[config.mk]
export PLATFORM = sky130hd
export DESIGN_NAME = pxhex_recip
export DESIGN_NICKNAME = d
export VERILOG_FILES = /design/src/sv/pxhex_pkg.sv /design/src/sv/pxhex_recip.sv
export SDC_FILE = /design/constraint.sdc
export NUM_CORES = 1
export LEC_CHECK = 0
export BUFFER_PORTS_ARGS = -buffer_cell sky130_fd_sc_hd__buf_2
export CORE_MARGIN = 4
export CORE_UTILIZATION = 48
export DETAILED_ROUTE_END_ITERATION = 16
export PLACE_DENSITY = 0.79
export SYNTH_ARGS = -nofsm -noshare
export SYNTH_HDL_FRONTEND = slang
export SYNTH_SLANG_ARGS = --single-unit
export TNS_END_PERCENT = 1
[constraint.sdc]
create_clock -name clock -period 7.2 [get_ports clock]
set_input_delay 1.8 -clock clock [delete_from_list [all_inputs] [get_ports clock]]
set_output_delay 1.8 -clock clock [all_outputs]
set_load 0.01 [all_outputs]
[src/sv/pxhex_pkg.sv]
`timescale 1ns / 1ps
// Shared types, widths and constants for the pixel to hex axial mapper.
// Depends on nothing; every other file refers to it by scoped names.
package pxhex_pkg;

   localparam int FRAC_BITS = 16;
   localparam int IN_W      = 16;
   localparam int OUT_W     = 16;
   localparam int SIZE_W    = 10;
   localparam int STAGES    = 8;

   localparam logic [SIZE_W-1:0] SIZE_RST = SIZE_W'(32);

   // sqrt(3)/2 as a 32-bit fraction, rounded to nearest at FRAC_BITS
   localparam longint SQRT3_HALF_Q32 = 64'sd3719550787;
   localparam longint K_VAL =
      (SQRT3_HALF_Q32 + (64'sd1 <<< (31 - FRAC_BITS))) >>> (32 - FRAC_BITS);
   localparam int K_W = FRAC_BITS;
   localparam logic [K_W-1:0] K = K_W'(K_VAL);

   localparam int DX_W  = IN_W + 1;
   localparam int NUM_W = IN_W + FRAC_BITS;
   localparam int RCP_W = NUM_W + 1;
   localparam int CNT_W = $clog2(RCP_W + 1);
   localparam logic [RCP_W-1:0] RCP_RST =
      RCP_W'((64'd1 << NUM_W) / 64'(SIZE_RST));

   localparam int PX_W  = NUM_W + 1;
   localparam int MAG_W = NUM_W + 2;
   localparam int AX_W  = MAG_W + 1;
   localparam int LO_W  = (MAG_W + 1) / 2;
   localparam int HI_W  = MAG_W - LO_W;

   localparam int D3N_W = LO_W + 2;
   localparam int D3_SH = LO_W + 4;
   localparam int D3M_W = D3_SH - 1;
   localparam logic [D3M_W-1:0] D3_MUL = D3M_W'(((64'd1 << D3_SH) + 64'd2) / 64'd3);

   localparam int SUM_W = AX_W + 1;
   localparam int RND_W = SUM_W - FRAC_BITS + 1;
   localparam int ERR_W = FRAC_BITS;
   localparam int FIN_W = RND_W + 1;

   typedef struct packed {
      logic signed [IN_W-1:0] screen_x;
      logic signed [IN_W-1:0] screen_y;
   } req_type;

   typedef struct packed {
      logic signed [OUT_W-1:0] hex_q;
      logic signed [OUT_W-1:0] hex_r;
   } rsp_type;

   typedef struct packed {
      logic [SIZE_W-1:0] size;
      logic [RCP_W-1:0]  recip;
      logic              busy;
   } scale_cfg_type;

endpackage

[src/sv/pxhex_recip.sv]
`timescale 1ns / 1ps
// Hex size register and serial reciprocal unit: floor(2^NUM_W / size), one bit a cycle.
// Depends on pxhex_pkg.
module pxhex_recip (
   input  logic                            clock,
   input  logic                            reset,
   input  logic                            csr_wr_en,
   input  logic [pxhex_pkg::SIZE_W-1:0]    csr_wr_data,
   output pxhex_pkg::scale_cfg_type        cfg
);

   logic [pxhex_pkg::SIZE_W-1:0] size_ff, size_in;
   logic [pxhex_pkg::RCP_W-1:0]  quo_ff, quo_in;
   logic [pxhex_pkg::SIZE_W-1:0] rem_ff, rem_in;
   logic [pxhex_pkg::CNT_W-1:0]  cnt_ff, cnt_in;
   logic                         busy_ff, busy_in;
   logic [pxhex_pkg::SIZE_W:0]   trial;
   logic [pxhex_pkg::SIZE_W:0]   diff;

   always_comb begin
      size_in = size_ff;
      quo_in  = quo_ff;
      rem_in  = rem_ff;
      cnt_in  = cnt_ff;
      busy_in = busy_ff;
      trial   = {rem_ff, (cnt_ff == '0)};
      diff    = trial - {1'b0, size_ff};
      if (csr_wr_en) begin
         size_in = (csr_wr_data == '0) ? pxhex_pkg::SIZE_W'(1) : csr_wr_data;
         quo_in  = '0;
         rem_in  = '0;
         cnt_in  = '0;
         busy_in = 1'b1;
      end else if (busy_ff) begin
         if (trial >= {1'b0, size_ff}) begin
            rem_in = diff[pxhex_pkg::SIZE_W-1:0];
            quo_in = {quo_ff[pxhex_pkg::RCP_W-2:0], 1'b1};
         end else begin
            rem_in = trial[pxhex_pkg::SIZE_W-1:0];
            quo_in = {quo_ff[pxhex_pkg::RCP_W-2:0], 1'b0};
         end
         cnt_in = cnt_ff + pxhex_pkg::CNT_W'(1);
         if (cnt_ff == pxhex_pkg::CNT_W'(pxhex_pkg::RCP_W - 1)) begin
            busy_in = 1'b0;
         end
      end
   end

   always_ff @(posedge clock) begin
      if (reset) begin
         size_ff <= pxhex_pkg::SIZE_RST;
         quo_ff  <= pxhex_pkg::RCP_RST;
         busy_ff <= 1'b0;
         cnt_ff  <= '0;
      end else begin
         size_ff <= size_in;
         quo_ff  <= quo_in;
         busy_ff <= busy_in;
         cnt_ff  <= cnt_in;
      end
   end

   always_ff @(posedge clock) begin
      rem_ff <= rem_in;
   end

   assign cfg.size  = size_ff;
   assign cfg.recip = quo_ff;
   assign cfg.busy  = busy_ff;

endmodule

# Yosys cells after proc, flatten, opt, wreduce, memory -nomap -nowiden
# Cells that the tools add are included.
totals:
  ff_bits: 60
  inputBits: 13
  out_inout_bits: 44
  elab_cells: 22
classes:
  n_addsub: 2
  order_cmp: 1
  eq_ne: 1
  n_mux: 8
  reduce_logical: 4
ops:
  columns: ["cell", "n"]
  rows:
  - ["28-bit two-way mux", 2]
  - ["10-bit two-way mux", 2]
  - ["11-bit by 10-bit >= comparator with 1-bit output", 1]
  - ["10-bit zero test", 1]
  - ["10-bit subtractor", 1]
  - ["6-bit by 1-bit adder with 6-bit output (second input constant)", 1]
  - ["6-bit == test (second input constant)", 1]
  - ["6-bit zero test", 1]
  - ["1-bit two-way mux", 4]
  - ["2-bit nonzero test", 1]
  - ["2-bit OR reduction", 1]

# Longest topological paths before layout
depth:
  depth_word: 5
  ltp_mapped: 12
  mapped_depth_nobuf: 12

# Least setup slack after synthesis
# OpenSTA, ideal clock, no wires.
synth_timing:
  path_kind: "in2reg"
  startpoint: "input port csr_wr_data[6] (netlist bit)"
  endpoint: "register size_ff[6] (netlist bit)"
  setup_ns: 0.129
  arrival_ns: 2.886
  t_required_ns: 7.071
  path_slack_ns: 4.185
  stages: 5
  path_cell_list: "or4_1 o41ai_1 nor2_1 nand2_1 o21ai_0"
synth_between:
  elab_chain_len: 2
synth_lines:
  columns: ["element", "line", "rtl"]
  rows:
  - ["start: declaration", "pxhex_recip.sv:8", "input logic [pxhex_pkg::SIZE_W-1:0] csr_wr_data,"]
  - ["10-bit zero test", "pxhex_recip.sv:29", "size_in = (csr_wr_data == '0) ? pxhex_pkg::SIZE_W'(1) : csr_wr_data;"]
  - ["10-bit two-way mux (*)", "pxhex_recip.sv:29", null]
  - ["end signal: assignment", "pxhex_recip.sv:51", "size_ff <= pxhex_pkg::SIZE_RST;"]
  - ["end signal: assignment", "pxhex_recip.sv:56", "size_ff <= size_in;"]
  - ["end: declaration", "pxhex_recip.sv:12", "logic [pxhex_pkg::SIZE_W-1:0] size_ff, size_in;"]
# Every way passes the cells marked *; elsewhere a longest branch is shown, timed or not.
# A chain may end at the register's enable or synchronous reset.

# Final worst setup path
# Same ends and word-level chain as after synthesis.

==> summary.md <==
| Metric | Value |
|---|---|
| HP Start | `quo_ff[32]` |
| Bufs on Longest Clock Path | `2` |
| Outcome | `finished clean` |
| Crit-path cells | `buf_2 > or4_1 > o41ai_1 > nor2_1 > nand2_1 > o21ai_0` |
| CTS Hold Buffers Added | `0` |
| Starting Density | `50.67%` |
| CP peak stage delay | `570 ps` |
| Dpl cells | `415` |
| Post-synth ARST share | `0%` |
| Measured slew at the worst slew-check pin | `859.5 ps` |
| Syn nets | `330` |
| Gr usage total | `17.26%` |
| DRT iter0 DRCs | `144` |
| Tot Pwr | `0.8531 mW` |
| Setup WS post-layout | `4072 ps` |
| Die ar. | `7215 um^2` |
| Clk_lat worst skew | `330 ps` |
| Crit path launch type | `primary input` |
| Final Cycle Share | `43.44%` |
| Yosys cell types | `51` |
| CORE AREA | `5608 um^2` |
| Boundary Pins | `57` |
| Setup CP Type | `in2reg` |
| Sw frac | `28.82%` |
| Sequential share of power | `41.3%` |
| Final wirelength | `5.963 mm` |
| Layout cells sized above 1 | `24.79%` |
| Die Y | `84.94 um` |
| Power Internal | `0.6072 mW` |
| Nature of the critical path endpoint | `register` |
| Syn Inst Count | `304` |
| Worst path slowest cell | `or4_1` |
| Fin area | `3364 um^2` |
| Die W | `84.94 um` |
| Nets | `380` |
| WHS | `494.3 ps` |
| Clk slew on worst S/H paths | `70 ps` |
| Peak VDD IR | `0.0001603 V` |
| Skew final | `5.435 ps` |
| Dpl hpwl | `4.137 mm` |
| Ys Warns | `0` |
| HP Class | `reg2reg` |
| Pwr Density | `253.6 nW/um^2` |
| Post-route non-filler standard cell count | `431` |
| # DRC | `0` |
| Placed Area | `3141 um^2` |
| Combinational share of power | `19.2%` |
| MaxCap Viol Count | `0` |
| Highest-count cells in the layout ignoring fill and taps | `nor2_1, dfxtp_1, buf_2` |
| Setup TNS | `0 ps` |
| Vias | `2282` |
| Seq/Total Area, Yosys | `42.27%` |
| First-pass iteration count of the detailed router | `4` |
| Min Tclk post-route | `3128 ps` |
| Cell Area, Synth | `2841 um^2` |
| Final setup violation count | `0` |
| N_diodes | `0` |
| Worst EP arrival | `3310 ps` |
| Setup WS pre-CTS | `3755 ps` |
| R2r startpoint | `cnt_ff[0]` |
| Crit. Startpoint | `csr_wr_data[6]` |
| Row count | `27` |
| Routed len/inst | `13.84 um` |
| Top FF cell, synth | `dfxtp_1` |
| Leak | `1.459 nW` |
| Worst Path Required | `7380 ps` |
| Vias in the first global route | `2211` |
| Synth Area per Inst | `9.347 um^2` |
| RSZ-0062 raised after global routing | `no` |
| CTS tree | `done` |
| Clock Power Share | `39.5%` |
| PortBufs | `56` |
| First-pass GRT wire length | `10.11 mm` |
| Post-CTS sizing | `0` |
| # H-tree levels | `3` |
| Sink Count | `60` |
| Net switching power | `0.2459 mW` |
| Post-synth EDFFs | `0` |
| CTS root buf | `clkbuf_8` |
| Final design utilization | `60.00%` |
| Via/cell ratio | `5.295` |
| CTS Buf Count | `9` |
| Endpoints failing hold | `0` |
| Antenna violations before repair | `0` |
| Max frequency | `319.7 MHz` |
| Most common cell after layout, fill and taps aside | `nor2_1` |
| Slew HR | `42.70%` |
| GRT overflow | `0` |
| P&R area growth vs syn | `18.41%` |
| Flops & latches, synth | `60` |
| Postcts setup bufs | `0` |
| Routed Antenna Nets | `0` |
| Final Max Slew Viols | `0` |
| Largest net degree at the start of global routing | `64` |
| Gpl congestion | `0.8733` |
| Crit-path max FO | `2` |
==> power by group through the flow <==
stage / clock [mW] / combinational (mW) / sequential, mW
after floorplan: 0 / 0.132 / 0.360
after global placement: 0 / 0.158 / 0.359
after detailed placement: 0 / 0.162 / 0.360
after CTS: 0.344 / 0.163 / 0.352
after global routing: 0.361 / 0.181 / 0.354
final: 0.337 / 0.164 / 0.352
==> critical path: cells and delay by family <==
kind,cells,cell delay (ps)
compound gates,2,640
buf+inv,1,100
simple gates,3,760
==> routing by layer <==
metal | up-vias | GRT usage, % | part of all wire (%)
met4 | 0 | 5.180 | 1.0
met2 | 58 | 27.40 | 46
met3 | 5 | 6.990 | 7.0
met5 | - | 0 | 0
li1 | 1159 | - | -
met1 | 1060 | 21.48 | 46
==> cells in the mapped netlist (2+ instances only) <==
| cell | instances | area, um^2 |
|---|---|---|
| nor2_1 | 62 | 232.7 |
| dfxtp_1 | 60 | 1201 |
| mux2i_1 | 39 | 390.4 |
| nand2_1 | 21 | 78.83 |
| inv_1 | 14 | 52.55 |
| clkbuf_1 | 13 | 48.80 |
| ha_1 | 12 | 150.1 |
| o21ai_0 | 8 | 40.04 |
| a311oi_1 | 6 | 52.55 |
| a21oi_1 | 5 | 25.02 |
| nand2b_1 | 5 | 31.28 |
| nand4_1 | 4 | 25.02 |
| xor2_1 | 4 | 35.03 |
| a211oi_1 | 3 | 22.52 |
| xnor2_1 | 3 | 26.28 |
| a21oi_2 | 2 | 17.52 |
| buf_1 | 2 | 7.510 |
| mux2_4 | 2 | 30.03 |
| nand3_1 | 2 | 10.01 |
| nand3b_1 | 2 | 15.01 |
| nor3_1 | 2 | 10.01 |
| nor4b_1 | 2 | 17.52 |
| or3_1 | 2 | 12.51 |
| or4_1 | 2 | 15.01 |
==> layout make-up <==
cell class / count / area [um^2]
fillers: 502 / 2243
well taps: 72 / 90.09
clock inverters: 7 / 100.1
inverters: 14 / 52.55
repair buffers: 57 / 287.8
flip-flops and latches: 60 / 1202
multi-input cells: 212 / 1508
clock buffers: 9 / 123.9
==> state kept, by name (all words and copies together), names as in the netlist <==
signal / count
quo_ff: 33
rem_ff: 10
size_ff: 10
cnt_ff: 6
busy_ff: 1
==> cell families after synthesis <==
kind of cell | share of synthesized area (%)
compound gates | 13.39
buf+inv | 4.668
xor+xnor | 2.158
simple gates | 16.73
flops | 42.27
mux | 14.80
fa+ha+maj | 5.988
==> worst paths after layout <==
kind | slack (ps) | cells past startpoint | endpoint
setup / recovery | 4070 | 6 | size_ff[6]
hold / removal | 490 | 2 | quo_ff[32]
setup reg to reg | 4270 | 12 | rem_ff[8]
hold reg to reg | 490 | 2 | quo_ff[32]
Power figures use the tool's default switching activity.
