## src/sv/pxhex_pkg.sv

```systemverilog
`timescale 1ns / 1ps
// Shared types, widths and constants for the pixel to hex axial mapper.
// Depends on nothing; every other file refers to it by scoped names.
package pxhex_pkg;

   localparam int FRAC_BITS = 16;
   localparam int IN_W      = 16;
   localparam int OUT_W     = 16;
   localparam int SIZE_W    = 10;
   localparam int STAGES    = 8;

   localparam logic [SIZE_W-1:0] SIZE_RST = SIZE_W'(32);

   // sqrt(3)/2 as a 32-bit fraction, rounded to nearest at FRAC_BITS
   localparam longint SQRT3_HALF_Q32 = 64'sd3719550787;
   localparam longint K_VAL =
      (SQRT3_HALF_Q32 + (64'sd1 <<< (31 - FRAC_BITS))) >>> (32 - FRAC_BITS);
   localparam int K_W = FRAC_BITS;
   localparam logic [K_W-1:0] K = K_W'(K_VAL);

   localparam int DX_W  = IN_W + 1;
   localparam int NUM_W = IN_W + FRAC_BITS;
   localparam int RCP_W = NUM_W + 1;
   localparam int CNT_W = $clog2(RCP_W + 1);
   localparam logic [RCP_W-1:0] RCP_RST =
      RCP_W'((64'd1 << NUM_W) / 64'(SIZE_RST));

   localparam int PX_W  = NUM_W + 1;
   localparam int MAG_W = NUM_W + 2;
   localparam int AX_W  = MAG_W + 1;
   localparam int LO_W  = (MAG_W + 1) / 2;
   localparam int HI_W  = MAG_W - LO_W;

   localparam int D3N_W = LO_W + 2;
   localparam int D3_SH = LO_W + 4;
   localparam int D3M_W = D3_SH - 1;
   localparam logic [D3M_W-1:0] D3_MUL = D3M_W'(((64'd1 << D3_SH) + 64'd2) / 64'd3);

   localparam int SUM_W = AX_W + 1;
   localparam int RND_W = SUM_W - FRAC_BITS + 1;
   localparam int ERR_W = FRAC_BITS;
   localparam int FIN_W = RND_W + 1;

   typedef struct packed {
      logic signed [IN_W-1:0] screen_x;
      logic signed [IN_W-1:0] screen_y;
   } req_type;

   typedef struct packed {
      logic signed [OUT_W-1:0] hex_q;
      logic signed [OUT_W-1:0] hex_r;
   } rsp_type;

   typedef struct packed {
      logic [SIZE_W-1:0] size;
      logic [RCP_W-1:0]  recip;
      logic              busy;
   } scale_cfg_type;

endpackage

```

## src/sv/pxhex_round.sv

```systemverilog
`timescale 1ns / 1ps
// Stages 6 and 7: cube rounding of q, r, s, fix-up of the worst coordinate, saturation.
// Depends on pxhex_pkg; stage 7 is the output register.
module pxhex_round (
   input  logic                                  clock,
   input  logic [1:0]                            en,
   input  logic signed [pxhex_pkg::AX_W-1:0]     qf,
   input  logic signed [pxhex_pkg::AX_W-1:0]     rf,
   output pxhex_pkg::rsp_type                    rsp
);

   typedef struct packed {
      logic signed [pxhex_pkg::RND_W-1:0] rnd;
      logic [pxhex_pkg::ERR_W-1:0]        err;
   } rnd_type;

   localparam logic signed [pxhex_pkg::FIN_W-1:0] SAT_MAX =
      pxhex_pkg::FIN_W'((64'sd1 <<< (pxhex_pkg::OUT_W - 1)) - 64'sd1);
   localparam logic signed [pxhex_pkg::FIN_W-1:0] SAT_MIN =
      pxhex_pkg::FIN_W'(-(64'sd1 <<< (pxhex_pkg::OUT_W - 1)));

   function automatic rnd_type round_one(input logic signed [pxhex_pkg::SUM_W-1:0] a);
      logic [pxhex_pkg::SUM_W-1:0]     mag;
      logic [pxhex_pkg::SUM_W-1:0]     up;
      logic [pxhex_pkg::FRAC_BITS-1:0] low;
      logic [pxhex_pkg::RND_W-1:0]     rmag;
      rnd_type                         res;
      mag  = a[pxhex_pkg::SUM_W-1] ? pxhex_pkg::SUM_W'(-a) : pxhex_pkg::SUM_W'(a);
      up   = mag + (pxhex_pkg::SUM_W'(1) << (pxhex_pkg::FRAC_BITS - 1));
      rmag = pxhex_pkg::RND_W'(up >> pxhex_pkg::FRAC_BITS);
      low  = mag[pxhex_pkg::FRAC_BITS-1:0];
      res.err = low[pxhex_pkg::FRAC_BITS-1] ? (~low + pxhex_pkg::FRAC_BITS'(1)) : low;
      res.rnd = a[pxhex_pkg::SUM_W-1] ? -$signed(rmag) : $signed(rmag);
      return res;
   endfunction

   function automatic logic signed [pxhex_pkg::OUT_W-1:0] sat(
      input logic signed [pxhex_pkg::FIN_W-1:0] a);
      logic signed [pxhex_pkg::FIN_W-1:0] c;
      c = a;
      if (a > SAT_MAX) begin
         c = SAT_MAX;
      end else if (a < SAT_MIN) begin
         c = SAT_MIN;
      end
      return $signed(c[pxhex_pkg::OUT_W-1:0]);
   endfunction

   // stage 6: round each coordinate, measure its error
   logic signed [pxhex_pkg::SUM_W-1:0] sf;
   rnd_type                            oq_in, or_in, os_in, oq_ff, or_ff, os_ff;

   always_comb begin
      sf    = -pxhex_pkg::SUM_W'(qf) - pxhex_pkg::SUM_W'(rf);
      oq_in = round_one(pxhex_pkg::SUM_W'(qf));
      or_in = round_one(pxhex_pkg::SUM_W'(rf));
      os_in = round_one(sf);
   end

   always_ff @(posedge clock) begin
      if (en[0]) begin
         oq_ff <= oq_in;
         or_ff <= or_in;
         os_ff <= os_in;
      end
   end

   // stage 7: rebuild the coordinate with the largest error, saturate
   logic signed [pxhex_pkg::FIN_W-1:0] fq, fr;
   pxhex_pkg::rsp_type                 rsp_in, rsp_ff;

   always_comb begin
      priority if (oq_ff.err > or_ff.err && oq_ff.err > os_ff.err) begin
         fq = -pxhex_pkg::FIN_W'(or_ff.rnd) - pxhex_pkg::FIN_W'(os_ff.rnd);
         fr = pxhex_pkg::FIN_W'(or_ff.rnd);
      end else if (or_ff.err > os_ff.err) begin
         fq = pxhex_pkg::FIN_W'(oq_ff.rnd);
         fr = -pxhex_pkg::FIN_W'(oq_ff.rnd) - pxhex_pkg::FIN_W'(os_ff.rnd);
      end else begin
         fq = pxhex_pkg::FIN_W'(oq_ff.rnd);
         fr = pxhex_pkg::FIN_W'(or_ff.rnd);
      end
      rsp_in.hex_q = sat(fq);
      rsp_in.hex_r = sat(fr);
   end

   always_ff @(posedge clock) begin
      if (en[1]) begin
         rsp_ff <= rsp_in;
      end
   end

   assign rsp = rsp_ff;

endmodule

```

## config.mk

```make
export PLATFORM = sky130hd
export DESIGN_NAME = pxhex_round
export DESIGN_NICKNAME = d
export VERILOG_FILES = /design/src/sv/pxhex_pkg.sv /design/src/sv/pxhex_round.sv
export SDC_FILE = /design/constraint.sdc
export NUM_CORES = 1
export LEC_CHECK = 0
export ABC_AREA = 0
export CORE_MARGIN = 5
export CORE_UTILIZATION = 67
export CTS_CLUSTER_SIZE = 20
export DETAILED_ROUTE_END_ITERATION = 16
export DONT_BUFFER_PORTS = 1
export GPL_TIMING_DRIVEN = 0
export PLACE_DENSITY = 0.84
export SYNTH_ARGS = -nofsm -noshare
export SYNTH_HDL_FRONTEND = slang
export SYNTH_SLANG_ARGS = --single-unit
```

## constraint.sdc

```tcl
create_clock -name clock -period 10.6 [get_ports clock]
set_clock_uncertainty 0.2 [all_clocks]
set_input_delay 0.53 -clock clock [delete_from_list [all_inputs] [get_ports clock]]
set_output_delay 0.53 -clock clock [all_outputs]
set_load 0.02 [all_outputs]
```

== Word-level counts from Yosys, hierarchy flattened ==
Index checks and enable logic that the tools add are counted.

* Register bits: 143

* Reductions and logical operators: 1
* Order comparisons: 7
* Bitwise gates (word level): 3
* Multiplexer cells: 14
* Add/sub/neg operators: 17

{| class="wikitable"
|+ Operators with widths
! kind !! count
|-
| $add A36 B16 Y36 const B || 3
|-
| $mux W36 || 3
|-
| $neg A35 Y36 || 2
|-
| $mux W22 || 3
|-
| $neg A20 Y21 || 3
|-
| $mux W20 || 3
|-
| $add A16 B1 Y16 const B || 3
|-
| $gt A16 B16 Y1 || 3
|-
| $not A16 Y16 || 3
|-
| $mux W15 || 3
|-
| $gt A22 B16 Y1 const B || 2
|-
| $lt A22 B16 Y1 const B || 2
|-
| $neg A21 Y22 || 2
|-
| $sub A22 B21 Y22 || 2
|-
| $neg A36 Y36 || 1
|-
| $sub A36 B35 Y36 || 1
|-
| $mux W16 || 2
|-
| $logic_and A1 B1 Y1 || 1
|}

== Logic depth before layout (Yosys ltp) ==
* Depth after elaboration: 7
* Gate-level depth with buffers: 37

== Worst setup path after synthesis ==
OpenSTA, ideal clock, no wires.

* Kind: input to register
* From: input port qf[0] (netlist name)
* To: register os_ff[32] (netlist name), data pin
* Stages: 36
* Buffers on the path: 6
* Data required time: 10.140 ns
* Arrival: 9.057 ns
* Path slack: 1.083 ns
* Path through: inv_1 -> ha_1 -> or3b_2 -> nand3b_1 -> nor3_2 -> nand3_1 -> or4_1 -> or3_1 -> clkbuf_1 -> nor4_4 -> nand2_1 -> xor2_1 -> ha_1 -> a21o_1 -> a21oi_1 -> o21ai_0 -> or3_1 -> nor3_1 -> or2_2 -> clkbuf_1 -> buf_1 -> clkbuf_1 -> clkbuf_1 -> buf_1 -> a21oi_1 -> xor2_1 -> ha_1 -> nand4b_1 -> a32o_1 -> o21bai_1 -> nor3_4 -> nor2_2 -> or4_4 -> a211o_1 -> o31ai_4 -> xnor2_1

{| class="wikitable"
|+ RTL lines
! item !! line !! text
|-
| start: declaration || pxhex_round.sv:7 || <nowiki>input logic signed [pxhex_pkg::AX_W-1:0] qf,</nowiki>
|-
| end signal: assignment || pxhex_round.sv:64 || <nowiki>os_ff <= os_in;</nowiki>
|-
| end: declaration || pxhex_round.sv:51 || <nowiki>rnd_type oq_in, or_in, os_in, oq_ff, or_ff, os_ff;</nowiki>
|}

==> flow_summary.yaml <==
worst_setup_path:
  cp_top_family: "simple AND/OR/NAND/NOR gates"
  critPathSlowestCell: "or4_4"
  crit_cells: 34
  max_stage_delay_ns: 0.55
  worstPathMaxFanout: 19
  crit_top_cell: "ha_1"
  worst-endpoint-arrival_ns: 10.08
  path_buf_inv: 5
  worstSetupPathType: "in -> reg"
  r2r_cells: 21
  start_kind: "primary input"
  cp.required_ns: 10.59
  r2r_setup_slack_ns: 4.78
  cp-end-kind: "flip-flop"
clocking:
  cts_buffers: 17
  root_buffer: "clkbuf_16"
  cts_max_level: 4
  clockBufferDepth: 2
  clk_pin_slew_worst_paths_ns: 0.07
  cts_tree: "yes"
  clkLatencyLatePin_ns: 0.44
  cts.sinks: 143
global_routing:
  grt-ovfl-total: 0
  grtUsageTotal_pct: 33.44
  antenna_found_initial: 3
  grt_pass1_wl_um: 82470
  grt_start_max_net_pins: 112
  grt_pass1_vias: 15762
timing:
  fmax_mhz: 99.13
  hold_viol_final: 0
  tightestPinTransition_ns: 1.023
  fin_crit_ns: 10.09
  period_share_pct: 95.17
  setup_tns_ns: 0
  finalSetupViolCount: 0
  relSlewSlack_pct: 31.54
  report.final.slew_viol_count: 0
route:
  drt_iter0_drc: 1759
  drtPass1Iterations: 6
  num_vias: 17103
  postRouteWirelength_um: 52890
  drc: 0
  wire_per_inst_um: 20.04
  ant_nets: 0
  viasPerCell: 6.481
synth:
  async_reset_ff_share_pct: 0
  avgSynthCellArea_um2: 8.117
  synth.area.top_cells: "edfxtp_1 (23%), ha_1 (12%), xnor2_1 (10%)"
  yosysWarnings: 0
  synth.distinct_cells: 105
  syn_nets: 2517
  synth_area_um2: 18360
  synth-seq-area-share_pct: 23.39
  ys_ff_latch: 143
  synth_top_flop_cell: "edfxtp_1"
  synth-edff-count: 143
  yosysTopAreaCell: "edfxtp_1"
  synth_cells: 2262
  yosysTopAreaCellShare_pct: 23.39
place:
  dpl.hpwl_um: 43350
  place.gp.congestion: 1.047
  placed_cell_area_um2: 18790
  port_buffers: 0
pwr:
  power_frac_seq_pct: 26.1
  p_sw_mw: 1.637
  internal_power_mw: 2.018
  p_sw_share_pct: 44.79
  comb_power_share_pct: 57.0
  power.leakage_nw: 7.793
  powerDensity_nw_per_um2: 188.0
  pwr-share-clk_pct: 16.8
  total_power_mw: 3.655
  ir_drop_mv: 0.1297
floorplan:
  start_util_pct: 68.13
  die_x_um: 175.5
  pin_count: 105
  core-area_um2: 26950
  die_h_um: 175.5
  num_rows: 60
  dieArea_um2: 30820
layout:
  fin_nets: 2540
  syn_to_final_growth_pct: 5.894
  final_cell_area_um2: 19440
  layout_common_cells: "xnor2_1 (211), nand2_1 (190), inv_1 (184), ha_1 (179)"
  n_fill_cell: 2149
  layout_commonest_cell: "xnor2_1"
  drive_gt1_share_pct: 5.352
  diodes: 0
hold_path:
  min_path_type: "in -> reg"
  holdPathStages: 0
status:
  status: "completed"
job:
  cap_violations: 0
-- power groups by stage --
stage / Clock (mW) / Sequential, mW / Combinational [mW]
after CTS: 0.613 / 0.952 / 2.04
after floorplan: 0 / 0.917 / 1.58
after detailed placement: 0 / 0.964 / 2.02
final: 0.615 / 0.955 / 2.08
after global placement: 0 / 0.960 / 1.96
after global routing: 0.643 / 0.963 / 2.32
-- area by class of cell --
| class | instances | area, µm² | share of cell area [%] |
|---|---|---|---|
| clock inverter | 14 | 156.4 | 0.8044 |
| multi-input combinational | 1855 | 13070 | 67.23 |
| buffer | 77 | 315.3 | 1.622 |
| timing repair buffer | 6 | 55.05 | 0.2831 |
| sequential | 143 | 4294 | 22.09 |
| tap | 341 | 426.7 | 2.194 |
| inverter | 185 | 694.4 | 3.571 |
| clock buffer | 18 | 429.2 | 2.207 |
-- cells by family (layout without fill, tap and decap cells) --
kind of cell    Yosys count  count (layout)  synth area share (%)
simple gates            747             747                 21.33
xor+xnor                322             322                 15.44
flops                   143             143                 23.39
compound gates          573             573                 20.08
fa+ha+maj               182             182                 12.52
buf+inv                 264             300                 5.506
mux                      31              31                 1.731
-- state kept, by name, summed over array words and instances, names as in the netlist --
name and count:
rsp 32, oq_ff 37, os_ff 37, or_ff 37
-- metrics by stage --
step,utilization [%],setup slack (ns),hold slack [ns],cells
6_report,72.14,0.5118,0.02690,2639
5_1_grt,72.14,-0.007132,0.01093,2639
4_1_cts,71.97,0.08724,0.002422,2636
3_5_place_dp,69.71,-1.424,0.4300,2603
3_3_place_gp,69.71,-1.376,0.4298,2603
2_1_floorplan,-,1.083,0.3877,2262
-- worst paths after layout --
kind                          end                 from
min reg2reg  rsp[6]$_SDFFCE_PN1P_  or_ff[22]$_DFFE_PP_
min            os_ff[4]$_DFFE_PP_                en[0]
max reg2reg  rsp[8]$_SDFFCE_PN1P_  os_ff[17]$_DFFE_PP_
max           os_ff[32]$_DFFE_PP_                qf[0]
-- metal layers --
metal | vias to the layer above | part of all wire [%] | GRT usage, %
li1 | 8201 | - | -
met1 | 7949 | 43 | 45.84
met2 | 815 | 44 | 53.69
met3 | 132 | 8.3 | 5.768
met4 | 6 | 4.0 | 11.70
met5 | - | 0.10 | 0
-- cell usage after synthesis (10+ instances only) --
master and instances:
a211oi_1 11, clkbuf_1 59, or4_1 17, edfxtp_1 143, o21bai_1 16, nor4_1 22, inv_1 184, a21o_1 32
or2_2 19, a31oi_1 33, nor2b_1 30, mux2i_1 25, nor2_1 146, and3_1 25, a21oi_1 150, or3_1 28
nor3_1 59, nand2b_1 32, xnor2_1 211, o21ai_0 150, o31ai_1 25, nand3_1 58, nand2_1 190, o21ai_1 18
o21a_1 20, xor2_1 109, nor3b_1 10, nand4_1 31, buf_2 10, ha_1 179, and2_1 22
-- worst register-to-register path, cell delays in order, from the launching register on --
cell and delay [ns]:
edfxtp_1 0.42, ha_1 0.29, inv_1 0.04, ha_1 0.23
fa_1 0.41, a21o_1 0.18, a21oi_1 0.22, o21bai_1 0.11
a21oi_1 0.24, o21bai_1 0.10, a21oi_1 0.27, o21ai_0 0.20
a2111oi_0 0.62, o31ai_1 0.25, nor3_1 0.29, o31ai_1 0.13
a21oi_1 0.18, xor2_1 0.16, mux2_2 0.21, o31a_1 0.34
clkbuf_1 0.33, o21ai_0 0.14
-- what timing repair did --
item / CTS / global route
endpoints found under the hold margin: 2 / 26
resized for setup: 3 / 5
gates cloned: 0 / 0
hold buffers: 2 / 2
pin swaps: 0 / 1
setup buffers: 0 / 2
endpoints found under the setup margin: 16 / 10
Power figures use the tool's default switching activity.
