`config.mk`:
```
export PLATFORM = sky130hd
export DESIGN_NAME = pxhex_axial
export DESIGN_NICKNAME = d
export VERILOG_FILES = /design/src/sv/pxhex_pkg.sv /design/src/sv/pxhex_axial.sv
export SDC_FILE = /design/constraint.sdc
export NUM_CORES = 1
export LEC_CHECK = 0
export ABC_AREA = 1
export BUFFER_PORTS_ARGS = -buffer_cell sky130_fd_sc_hd__buf_2
export CORE_ASPECT_RATIO = 2
export CORE_UTILIZATION = 47
export CTS_BUF_LIST = sky130_fd_sc_hd__clkbuf_4
export CTS_CLUSTER_DIAMETER = 40
export DETAILED_ROUTE_END_ITERATION = 6
export HOLD_SLACK_MARGIN = 0.1
export PLACE_DENSITY = 0.66
export REMOVE_ABC_BUFFERS = 1
export SKIP_CTS_REPAIR_TIMING = 1
export SLEW_MARGIN = 20
export SYNTH_ARGS = -nofsm -noshare
export SYNTH_HDL_FRONTEND = slang
export SYNTH_SLANG_ARGS = --single-unit
```
`constraint.sdc`:
```
create_clock -name clock -period 8.8 [get_ports clock]
set_input_delay 0.44 -clock clock [delete_from_list [all_inputs] [get_ports clock]]
set_output_delay 0.44 -clock clock [all_outputs]
set_load 0.01 [all_outputs]
```
`src/sv/pxhex_pkg.sv`:
```
`timescale 1ns / 1ps
// Shared types, widths and constants for the pixel to hex axial mapper.
// Depends on nothing; every other file refers to it by scoped names.
package pxhex_pkg;

   localparam int FRAC_BITS = 16;
   localparam int IN_W      = 16;
   localparam int OUT_W     = 16;
   localparam int SIZE_W    = 10;
   localparam int STAGES    = 8;

   localparam logic [SIZE_W-1:0] SIZE_RST = SIZE_W'(32);

   // sqrt(3)/2 as a 32-bit fraction, rounded to nearest at FRAC_BITS
   localparam longint SQRT3_HALF_Q32 = 64'sd3719550787;
   localparam longint K_VAL =
      (SQRT3_HALF_Q32 + (64'sd1 <<< (31 - FRAC_BITS))) >>> (32 - FRAC_BITS);
   localparam int K_W = FRAC_BITS;
   localparam logic [K_W-1:0] K = K_W'(K_VAL);

   localparam int DX_W  = IN_W + 1;
   localparam int NUM_W = IN_W + FRAC_BITS;
   localparam int RCP_W = NUM_W + 1;
   localparam int CNT_W = $clog2(RCP_W + 1);
   localparam logic [RCP_W-1:0] RCP_RST =
      RCP_W'((64'd1 << NUM_W) / 64'(SIZE_RST));

   localparam int PX_W  = NUM_W + 1;
   localparam int MAG_W = NUM_W + 2;
   localparam int AX_W  = MAG_W + 1;
   localparam int LO_W  = (MAG_W + 1) / 2;
   localparam int HI_W  = MAG_W - LO_W;

   localparam int D3N_W = LO_W + 2;
   localparam int D3_SH = LO_W + 4;
   localparam int D3M_W = D3_SH - 1;
   localparam logic [D3M_W-1:0] D3_MUL = D3M_W'(((64'd1 << D3_SH) + 64'd2) / 64'd3);

   localparam int SUM_W = AX_W + 1;
   localparam int RND_W = SUM_W - FRAC_BITS + 1;
   localparam int ERR_W = FRAC_BITS;
   localparam int FIN_W = RND_W + 1;

   typedef struct packed {
      logic signed [IN_W-1:0] screen_x;
      logic signed [IN_W-1:0] screen_y;
   } req_type;

   typedef struct packed {
      logic signed [OUT_W-1:0] hex_q;
      logic signed [OUT_W-1:0] hex_r;
   } rsp_type;

   typedef struct packed {
      logic [SIZE_W-1:0] size;
      logic [RCP_W-1:0]  recip;
      logic              busy;
   } scale_cfg_type;

endpackage

```
`src/sv/pxhex_axial.sv`:
```
`timescale 1ns / 1ps
// Stages 4 and 5: fractional axial q = trunc(2px/3) and r = trunc((2v - px)/3).
// Depends on pxhex_pkg; the divide by three is split into two halves over two stages.
module pxhex_axial (
   input  logic                                  clock,
   input  logic [1:0]                            en,
   input  logic signed [pxhex_pkg::PX_W-1:0]     px,
   input  logic signed [pxhex_pkg::PX_W-1:0]     v,
   output logic signed [pxhex_pkg::AX_W-1:0]     qf,
   output logic signed [pxhex_pkg::AX_W-1:0]     rf
);

   localparam int P3_W = pxhex_pkg::D3N_W + pxhex_pkg::D3M_W;

   function automatic logic [pxhex_pkg::D3N_W-1:0] div3(
      input logic [pxhex_pkg::D3N_W-1:0] n);
      logic [P3_W-1:0] p;
      p = P3_W'(n) * P3_W'(pxhex_pkg::D3_MUL);
      return pxhex_pkg::D3N_W'(p >> pxhex_pkg::D3_SH);
   endfunction

   // stage 4: magnitudes, divide upper half
   logic signed [pxhex_pkg::AX_W-1:0]  nq, nr;
   logic [pxhex_pkg::MAG_W-1:0]        mq, mr;
   logic [pxhex_pkg::HI_W-1:0]         hq, hr;
   logic [pxhex_pkg::D3N_W-1:0]        dq, dr;
   logic [pxhex_pkg::HI_W-1:0]         aq_in, ar_in, bq_w, br_w;
   logic                               sq_ff, sr_ff;
   logic [pxhex_pkg::HI_W-1:0]         aq_ff, ar_ff;
   logic [1:0]                         bq_ff, br_ff;
   logic [pxhex_pkg::LO_W-1:0]         lq_ff, lr_ff;

   always_comb begin
      nq = pxhex_pkg::AX_W'(px) <<< 1;
      nr = (pxhex_pkg::AX_W'(v) <<< 1) - pxhex_pkg::AX_W'(px);
      mq = nq[pxhex_pkg::AX_W-1] ? pxhex_pkg::MAG_W'(-nq) : pxhex_pkg::MAG_W'(nq);
      mr = nr[pxhex_pkg::AX_W-1] ? pxhex_pkg::MAG_W'(-nr) : pxhex_pkg::MAG_W'(nr);
      hq = mq[pxhex_pkg::MAG_W-1:pxhex_pkg::LO_W];
      hr = mr[pxhex_pkg::MAG_W-1:pxhex_pkg::LO_W];
      dq = div3(pxhex_pkg::D3N_W'(hq));
      dr = div3(pxhex_pkg::D3N_W'(hr));
      aq_in = dq[pxhex_pkg::HI_W-1:0];
      ar_in = dr[pxhex_pkg::HI_W-1:0];
      bq_w = hq - pxhex_pkg::HI_W'(aq_in * 2'd3);
      br_w = hr - pxhex_pkg::HI_W'(ar_in * 2'd3);
   end

   always_ff @(posedge clock) begin
      if (en[0]) begin
         sq_ff <= nq[pxhex_pkg::AX_W-1];
         sr_ff <= nr[pxhex_pkg::AX_W-1];
         aq_ff <= aq_in;
         ar_ff <= ar_in;
         bq_ff <= bq_w[1:0];
         br_ff <= br_w[1:0];
         lq_ff <= mq[pxhex_pkg::LO_W-1:0];
         lr_ff <= mr[pxhex_pkg::LO_W-1:0];
      end
   end

   // stage 5: divide lower half with the carried remainder, restore sign
   logic [pxhex_pkg::D3N_W-1:0]       cq, cr;
   logic [pxhex_pkg::MAG_W-1:0]       uq, ur;
   logic signed [pxhex_pkg::AX_W-1:0] qf_in, rf_in, qf_ff, rf_ff;

   always_comb begin
      cq = div3({bq_ff, lq_ff});
      cr = div3({br_ff, lr_ff});
      uq = {aq_ff, cq[pxhex_pkg::LO_W-1:0]};
      ur = {ar_ff, cr[pxhex_pkg::LO_W-1:0]};
      qf_in = sq_ff ? -$signed({1'b0, uq}) : $signed({1'b0, uq});
      rf_in = sr_ff ? -$signed({1'b0, ur}) : $signed({1'b0, ur});
   end

   always_ff @(posedge clock) begin
      if (en[1]) begin
         qf_ff <= qf_in;
         rf_ff <= rf_in;
      end
   end

   assign qf = qf_ff;
   assign rf = rf_ff;

endmodule

```
; ---- After elaboration in Yosys (flattened, before gate mapping)
; Index checks and enable logic that the tools add are counted.
[classes]
shifts = 0
mul = 6
order_cmp = 0
bitwise_logic = 0
muxes = 4
reduce_logical = 0
add_sub_neg = 7
div_mod_pow = 0
eq_ne = 0
[op_table]
columns = operator, n
row1 = multiplier 19 x 20 -> 38 bit (second input constant), 2
row2 = multiplier 17 x 20 -> 37 bit (second input constant), 2
row3 = negator 33 -> 35 bit, 2
row4 = 2-to-1 mux 34 bit, 2
row5 = negator 34 bit, 2
row6 = 2-to-1 mux 33 bit, 2
row7 = subtractor 34 x 33 -> 35 bit, 1
row8 = multiplier 16 x 2 -> 2 bit (second input constant), 2
row9 = subtractor 2 bit, 2
[word_totals]
reg_bits = 142
elab_cells = 32
output_inout_bits = 70
n_memories = 0
in_bits = 69
latchBits = 0
ramBits = 0
mem_bits_ro = 0

; ---- Longest topological paths before layout
[logic_depth]
depth_word = 6
mapped_depth = 55
ltp_nobuf = 54

; ---- Worst setup path after synthesis
; Ideal clock, no wire load.
[synth_timing]
path_type = input port to flip-flop
start = in px[0] (netlist bit)
end = reg br_ff[1], data pin
required_time_ns = 8.541
stages = 40
path_slack_ns = 1.056
arrival_ns = 7.486
cell_sequence = fa_1 -> inv_1 -> nand2_1 -> nand2_1 -> nand3_1 -> nand2_1 -> inv_1 -> nor2_1 -> nand3_2 -> nor2_2 -> nand2_2 -> nor2_4 -> nand3_2 -> nand3b_1 -> nor3_2 -> inv_1 -> nor2_2 -> nand4_1 -> [4 not listed] -> fa_1 -> fa_1 -> fa_1 -> inv_1 -> fa_1 -> inv_1 -> ha_1 -> a21o_1 -> a21oi_1 -> o21ai_0 -> a21oi_1 -> nand2_1 -> nand2_1 -> nand2_2 -> ha_1 -> nand3_1 -> nand2_1 -> xor2_1
[synth_between]
elab_chain_len = 6
[synth_rtl]
columns = element, line_no
row1 = "start, declared", pxhex_axial.sv:7  ; input logic signed [pxhex_pkg::PX_W-1:0] px,
row2 = subtractor 34 x 33 -> 35 bit *, pxhex_axial.sv:35  ; nr = (pxhex_pkg::AX_W'(v) <<< 1) - pxhex_pkg::AX_W'(px);
row3 = negator 34 bit, pxhex_axial.sv:37  ; mr = nr[pxhex_pkg::AX_W-1] ? pxhex_pkg::MAG_W'(-nr) : pxhex_pkg::MAG_W'(nr);
row4 = 2-to-1 mux 34 bit *, pxhex_axial.sv:37
row5 = multiplier 17 x 20 -> 37 bit *, pxhex_axial.sv:18  ; p = P3_W'(n) * P3_W'(pxhex_pkg::D3_MUL);
row6 = via ar_in (one bit), pxhex_axial.sv:27  ; logic [pxhex_pkg::HI_W-1:0] aq_in, ar_in, bq_w, br_w;
row7 = multiplier 16 x 2 -> 2 bit *, pxhex_axial.sv:45  ; br_w = hr - pxhex_pkg::HI_W'(ar_in * 2'd3);
row8 = subtractor 2 bit *, pxhex_axial.sv:45
row9 = via br_w (one bit), pxhex_axial.sv:27
row10 = "end signal, assigned", pxhex_axial.sv:55  ; br_ff <= br_w[1:0];
row11 = "end, declared", pxhex_axial.sv:30  ; logic [1:0] bq_ff, br_ff;
; The timed path passes the listed nets; every way through them passes the cells marked *.
; A chain may end at the register's enable or synchronous reset.

; ---- Worst setup path in the final report
[layout_timing]
start = in px[0] (netlist bit)
end = reg ar_ff[13] (netlist bit), data pin
[layout_between]
elab_chain_len = 4
[layout_rtl]
columns = element, line_no
row1 = subtractor 34 x 33 -> 35 bit *, pxhex_axial.sv:35
row2 = negator 34 bit, pxhex_axial.sv:37
row3 = 2-to-1 mux 34 bit *, pxhex_axial.sv:37
row4 = multiplier 17 x 20 -> 37 bit *, pxhex_axial.sv:18
row5 = via ar_in (one bit), pxhex_axial.sv:27
row6 = "end signal, assigned", pxhex_axial.sv:53  ; ar_ff <= ar_in;
row7 = "end, declared", pxhex_axial.sv:29  ; logic [pxhex_pkg::HI_W-1:0] aq_ff, ar_ff;
; Marks and branches as above.

==> results.json <==
{
  "cp.arrival_ns": 8.54,
  "wl_um": 80450,
  "critPathMaxFanout": 4,
  "cts_inserted_buffers": 17,
  "busiest_layer": "met2",
  "synthSimpleGateAreaFrac_pct": 15.23,
  "fin_tns_setup_ns": 0,
  "drive_gt1_share_pct": 8.190,
  "syn2layout_area_growth_pct": 7.230,
  "synthCells": 3659,
  "syn_avg_cell_area_um2": 8.419,
  "vias_per_cell": 5.150,
  "r2r-start": "lr_ff[6]",
  "final-setup-viol-count": 0,
  "synth_edf_count": 140,
  "synth_xor_area_share_pct": 5.621,
  "hpwl_um": 72120,
  "ys_ff_latch": 140,
  "clockBufferDepth": 2,
  "ios": 139,
  "critPathLaunchType": "primary input",
  "grt_overflow": 0,
  "synth_area_um2": 30810,
  "firstDrtPassIters": 6,
  "ys_seq_area_share_pct": 13.65,
  "ctsHtreeMaxLevel": 4,
  "hp-class": "primary input to register",
  "cp.required_ns": 9.26,
  "tritoncts": "done",
  "synth_mux_area_share_pct": 0,
  "insertion_delay_ns": 0.71,
  "path_clk_slew_ns": 0.17,
  "min_to": "lq_ff[16]",
  "max_stage_delay_ns": 0.55,
  "grt_usage_pct": 25.13,
  "rows": 132,
  "tightest_slew_ns": 0.9375,
  "gp_congestion": 0.9506,
  "synth_compound_area_share_pct": 7.957,
  "layout.nets": 4811,
  "grtUsageMet1_pct": 26.33,
  "rrSetupSlack_ns": 1.42,
  "cts.sink_count": 140,
  "cp_slowest_cell": "fa_1",
  "use_met3_pct": 2.318,
  "drc": 0,
  "min_path_cells": 2,
  "dieArea_um2": 66630,
  "die_x_um": 183.0,
  "period_share_pct": 91.86,
  "finClkSkew_ns": 0.04800,
  "reg2reg_depth": 31,
  "gr-usage-met2_pct": 50.30,
  "antenna_found_initial": 9,
  "yosysMostFrequentCell": "inv_1",
  "dr_total_vias": 24310,
  "rsz0062_at_grt": "no",
  "drv_slew": 0,
  "slew_headroom_pct": 37.50,
  "drt_iter0_drc": 1214,
  "min_from": "px[15]",
  "synth_top_family_by_area": "adder cells",
  "synthAdderAreaFrac_pct": 46.08,
  "yosys.area.top_type_share_pct": 24.43,
  "grt_pass1_wl_um": 129800,
  "core_area_um2": 64740,
  "cp-end-kind": "register",
  "initial_core_util_pct": 47.58,
  "finalHoldViolCount": 0,
  "ys.flop_type": "edfxtp_1",
  "fin_crit_ns": 8.084,
  "cpMostUsedCell": "inv_1",
  "fmax_mhz": 123.7,
  "dieHeight_um": 364.1,
  "max_cap_viol_count": 0,
  "yosys-top-cells-area": "fa_1 24%, ha_1 22%, edfxtp_1 14%",
  "synthArstFlopShare_pct": 0,
  "worstReg2RegEnd": "rf[34]",
  "grt_max_degree": 63,
  "ys_warn_count": 0,
  "antenna_left": 0,
  "path_class": "primary input to register",
  "synth_common_cells": "909 x inv_1, 533 x ha_1, 517 x nand2_1",
  "cts-root-buf": "clkbuf_4",
  "io_buffers": 138,
  "synth.largest_area_cell": "fa_1",
  "outcome": "finished, final reports clean",
  "grt_pass1_vias": 26030,
  "synth_cell_types": 61,
  "wl_per_cell_um": 17.04
}
## placed cells by master, fill, tap and decap left out, types with 18 or more instances in the layout
master and instances:
fa_1 376, buf_4 32, nor3_1 39, a21oi_1 189
nor2_1 242, o21a_1 18, a31oi_1 21, nand2_1 517
nand4_1 39, xnor2_1 39, nand2_2 36, edfxtp_1 140
ha_1 533, nand3_1 115, xor2_1 142, buf_2 136
inv_1 909, o21ai_0 98
## area by class of cell
cell class | count | area, µm²
fillers | 6369 | 31710
multi-input cells | 2582 | 23070
flip-flops and latches | 140 | 4204
inverters | 921 | 3457
well taps | 871 | 1090
repair buffers | 171 | 950.9
clock buffers | 17 | 127.6
clock inverters | 15 | 126.4
diodes | 3 | 7.507
## sequential cells by signal (all words and copies together) (netlist names)
register / cells
lq_ff: 16
bq_ff: 2
qf: 35
lr_ff: 16
br_ff: 2
rf: 35
ar_ff: 16
sq_ff: 1
aq_ff: 16
sr_ff: 1
## worst max-delay path by stage
stage | from | end | slack [ns] | cells past startpoint
2_1_floorplan | px[0] | br_ff[1] | 1.04 | 40
6_report | px[0] | ar_ff[13] | 0.72 | 44
3_3_place_gp | px[8] | ar_ff[13] | 0.09 | 50
4_1_cts | px[0] | ar_ff[13] | 0.79 | 44
5_1_grt | px[12] | ar_ff[9] | 0.07 | 45
3_5_place_dp | px[6] | ar_ff[13] | 0.03 | 52
## through the flow
step           instance area [µm²]  setup WS, ns  util, %  hold WS, ns  cells
3_5_place_dp                 32740       0.02695    50.57       0.5846   4682
4_1_cts                      33000        0.7936    50.96     -0.04192   4714
5_1_grt                      33030       0.06772    51.01       0.1100   4718
6_report                     33030        0.7162    51.02       0.1313   4720
2_1_floorplan                30730         1.044        -       0.5352   3643
3_3_place_gp                 32740       0.08541    50.57       0.5836   4682
## critical path: cells and delay by family
kind	cells	cell delay, ns
buf+inv	10	0.73
xor+xnor	2	0.46
compound gates	5	1.15
simple gates	19	2.18
fa+ha+maj	8	3.59
## routing by layer
| layer | vias to the layer above | routed length, µm |
|---|---|---|
| li1 | 11950 | - |
| met3 | 142 | 2479 |
| met2 | 416 | 45460 |
| met5 | - | 78 |
| met1 | 11790 | 29540 |
| met4 | 12 | 2888 |
## kinds of logic after synthesis
kind of cell	Yosys count
xor gates and xnor gates	190
adders and majority gates	909
and+or+nand+nor	1064
AOI/OAI and AO/OA	419
DFF	140
buffers and inverters	937
Power is left out: the tool's default activity adds up to more than one toggle a clock period on the data nets, which glitch-free logic cannot reach.
